## src/sv/pdl_ram.sv

```systemverilog
// Generic single-write, single-read RAM with registered read data.
`timescale 1ns / 1ps
`default_nettype none
module pdl_ram #(
  parameter int WIDTH = 8,
  parameter int DEPTH = 256
) (
  input  logic                     clk_i,
  input  logic                     we_i,
  input  logic [$clog2(DEPTH)-1:0] waddr_i,
  input  logic [WIDTH-1:0]         wdata_i,
  input  logic                     re_i,
  input  logic [$clog2(DEPTH)-1:0] raddr_i,
  output logic [WIDTH-1:0]         rdata_o
);

  logic [WIDTH-1:0] mem_q [DEPTH];
  logic [WIDTH-1:0] rdata_q;

  always_ff @(posedge clk_i) begin
    if (we_i) begin
      mem_q[waddr_i] <= wdata_i;
    end
    if (re_i) begin
      rdata_q <= mem_q[raddr_i];
    end
  end

  assign rdata_o = rdata_q;

endmodule
`default_nettype wire

```

## config.mk

```make
export PLATFORM = sky130hd
export DESIGN_NAME = pdl_ram
export DESIGN_NICKNAME = d
export VERILOG_FILES = /design/src/sv/pdl_ram.sv
export SDC_FILE = /design/constraint.sdc
export NUM_CORES = 2
export LEC_CHECK = 0
export BUFFER_PORTS_ARGS = -buffer_cell sky130_fd_sc_hd__buf_2
export CORE_ASPECT_RATIO = 1.5
export CORE_MARGIN = 3
export CORE_UTILIZATION = 56
export CTS_BUF_LIST = sky130_fd_sc_hd__clkbuf_4 sky130_fd_sc_hd__clkbuf_8 sky130_fd_sc_hd__clkbuf_16
export CTS_CLUSTER_DIAMETER = 30
export DETAILED_ROUTE_END_ITERATION = 10
export PLACE_DENSITY = 0.7
export SLEW_MARGIN = 15
export SYNTH_ARGS = -nofsm -noshare
export SYNTH_HDL_FRONTEND = slang
export SYNTH_SLANG_ARGS = --single-unit
```

## constraint.sdc

```tcl
create_clock -name clk_i -period 4.7 [get_ports clk_i]
set_input_delay 0 -clock clk_i [delete_from_list [all_inputs] [get_ports clk_i]]
set_output_delay 0 -clock clk_i [all_outputs]
set_load 0.005 [all_outputs]
```

==> metrics.csv <==
stage,metric,value,unit
synth,#FFs+latches synth,2056,
global_route,number of global-route vias before repair,39831,
cts,Root Buffer,clkbuf_16,
die,Ports,35,
cts,cts repair resizes,0,
min_path,hold_sp,wdata_i[4],
synth,cells after synthesis,3733,
timing,Max Slew Vio Count,0,
route,WL/cell,32.2,µm
setup_path,Crit Reg-Reg Endpoint,rdata_o[6],
cts,CTS tree,built,
die,Core Region,140000,µm²
route,post-route ant nets,0,
outcome,outcome,finished clean,
place,Final HPWL DP,118000,µm
cts,total CTS buffers,230,
setup_path,Worst EP arrival,3500,ps
synth,"EDFF count, synth",2056,
power,maximum VDD drop,334,µV
min_path,min-delay worst type,input pin to flop,
setup_path,Worst EP required,5240,ps
timing,fin crit share,0.629,
layout,final net count,3915,
min_path,WHS Endpoint,mem_q[95][4],
cts,clk sink count,2056,
setup_path,r2r startpoint,mem_q[83][6],
global_route,total grt overflow,0,
power,Tot Pwr,40.7,mW
timing,setup TNS,0,ps
place,port bufs,34,
die,Initial Utilization,0.567,
route,Residual DRC,0,
synth,most common flop cell mapped by yosys,edfxtp_1,
power,PD cells,452,nW/µm²
cts,Clock Latency Late Sink,830,ps
die,Cell Rows,168,
cts,Worst-path clk slew,60,ps
global_route,largest net degree at the start of global routing,162,
route,vias per cell,6.52,
global_route,initial antenna violation count,8,
setup_path,CP Class,input pin to flop,
synth,"Async S/R FF share, synth",0,
synth,Syn Area/Cell,21.3,µm²
synth,Synth area leader,edfxtp_1,
synth,Synth top area share,0.775,
power,leak pwr,28.0,nW
place,Final GP Congestion,0.892,
synth,Post-synth top cells,"2056 x edfxtp_1, 454 x mux4_2, 282 x nor2_1",
synth,Syn Nets,3760,
route,First DRT Iteration DRCs,4794,
synth,synth unique cells,54,
setup_path,R2R Setup Slk,1760,ps
timing,max_slew headroom,0.212,
setup_path,R2R cell count,6,
synth,synthesized area,79600,µm²
timing,final setup vio count,0,
layout,layout cells sized above 1,0.252,
die,die area,147000,µm²
setup_path,CP Capture Type,flop,
layout,Layout area overhead,13.2,%
synth,"Seq/Total Area, Yosys",0.775,
setup_path,worst-path fanout max,53,
timing,Worst-Margin Slew,1170,ps
timing,crit path time final,2960,ps
die,Die Y,468,µm
cts,clock tree buffer depth,3,
global_route,Global Route Usage Sum,0.267,
die,Die Width,314,µm
global_route,first-pass GRT wire length,281000,µm
synth,Yosys warnings,0,
timing,Max Freq,0.338,GHz
layout,fin util,0.642,
timing,RSZ-0062 raised after global routing,no,
job,total of max-cap violations,0,
synth,most common cell in the synthesized netlist,edfxtp_1,
cts,H-tree levels,4,
timing,clock skew,24.6,ps
route,"wirelength, routed",192000,µm
setup_path,Critical Path Source Type,input pin,
min_path,worst hold stages,1,
timing,final hold violation count,0,
route,drt first pass iters,5,
synth,top post-synthesis cells by area,"edfxtp_1 78%, mux4_2 13%, mux2i_1 1.7%",
route,total number of vias,38925,
[flip-flops by register name, summed over array words and instances (netlist names)]
register,cells
mem_q,2048
rdata_o,8
[layout by cell type, fill, tap and decap left out, drive strengths merged, types with 2 or more instances in the layout]
cell	n
a2111oi	5
a211oi	16
a21oi	96
a221oi	14
a22o	8
a22oi	133
a311oi	2
a31oi	2
and2	6
and3b	2
buf	139
bufinv	33
clkbuf	251
clkinv	88
clkinvlp	25
diode	9
dlygate4sd3	13
edfxtp	2056
inv	40
mux2i	134
mux4	456
nand2	33
nand2b	8
nand3	34
nand3b	2
nand4	10
nor2	282
nor2b	31
nor3	22
nor4	27
o211ai	10
o21ai	12
o221ai	47
o22a	5
o22ai	28
o32ai	5
or2	4
[metal layers]
metal | track usage | vias up | part of all wire
met2 | 0.449 | 1880 | 0.51
met3 | 0.0569 | 410 | 0.083
met1 | 0.336 | 20550 | 0.35
met4 | 0.125 | 2 | 0.049
met5 | 0 | - | 0.000068
li1 | - | 16083 | -
[critical path: stages]
cell and delay, ps:
buf_8 510, buf_12 360, buf_4 310, mux2i_1 220, o22ai_1 120, o21ai_0 370, nand3_1 260, nor4_2 1000
nor4_1 150
[worst max-delay path by stage]
| stage | startpoint | to | slack [ps] | cells past startpoint |
|---|---|---|---|---|
| floorplan | raddr_i[0] | rdata_o[2] | 2620 | 9 |
| global placement | raddr_i[0] | rdata_o[7] | 590 | 9 |
| detailed placement | raddr_i[0] | rdata_o[7] | 1000 | 9 |
| CTS | mem_q[83][6] | rdata_o[6] | 1810 | 6 |
| global route | raddr_i[0] | rdata_o[7] | 1720 | 9 |
| finish | raddr_i[0] | rdata_o[7] | 1740 | 9 |
[repair_timing]
action	4_1_cts	5_1_grt
setup buffers	0	0
hold buffers	13	0
endpoints found under the hold margin	883	0
[cells by family after synthesis]
group,synth area share
flops,0.775
mux,0.146
simple gates,0.0263
compound gates,0.0342
buf+inv,0.0183
[stage by stage]
step	area [µm²]	worst slack, ps	std cells	hold WS (ps)
2_1_floorplan	79600	2620	3733	98.9
3_3_place_gp	81900	585	5513	407
3_5_place_dp	81900	1000	5513	404
4_1_cts	90100	1810	5957	21.8
5_1_grt	90100	1720	5958	58.2
6_report	90100	1740	5966	27.5
[where the power goes]
| group | total, mW | switching, mW | internal (mW) |
|---|---|---|---|
| clock network | 18.7 | 7.59 | 11.1 |
| logic | 1.79 | 1.17 | 0.613 |
| registers | 20.3 | 0.0291 | 20.2 |
[final cells by class]
type / count / area [µm²]
Fill cell: 9251 / 50300
Antenna cell: 9 / 22.5
Tap cell: 1870 / 2340
Multi-Input combinational cell: 1442 / 16500
Inverter: 2 / 7.51
Clock inverter: 184 / 2210
Clock buffer: 247 / 5920
Sequential cell: 2056 / 61700
Timing Repair Buffer: 156 / 1420
(Power assumes the default switching activity.)
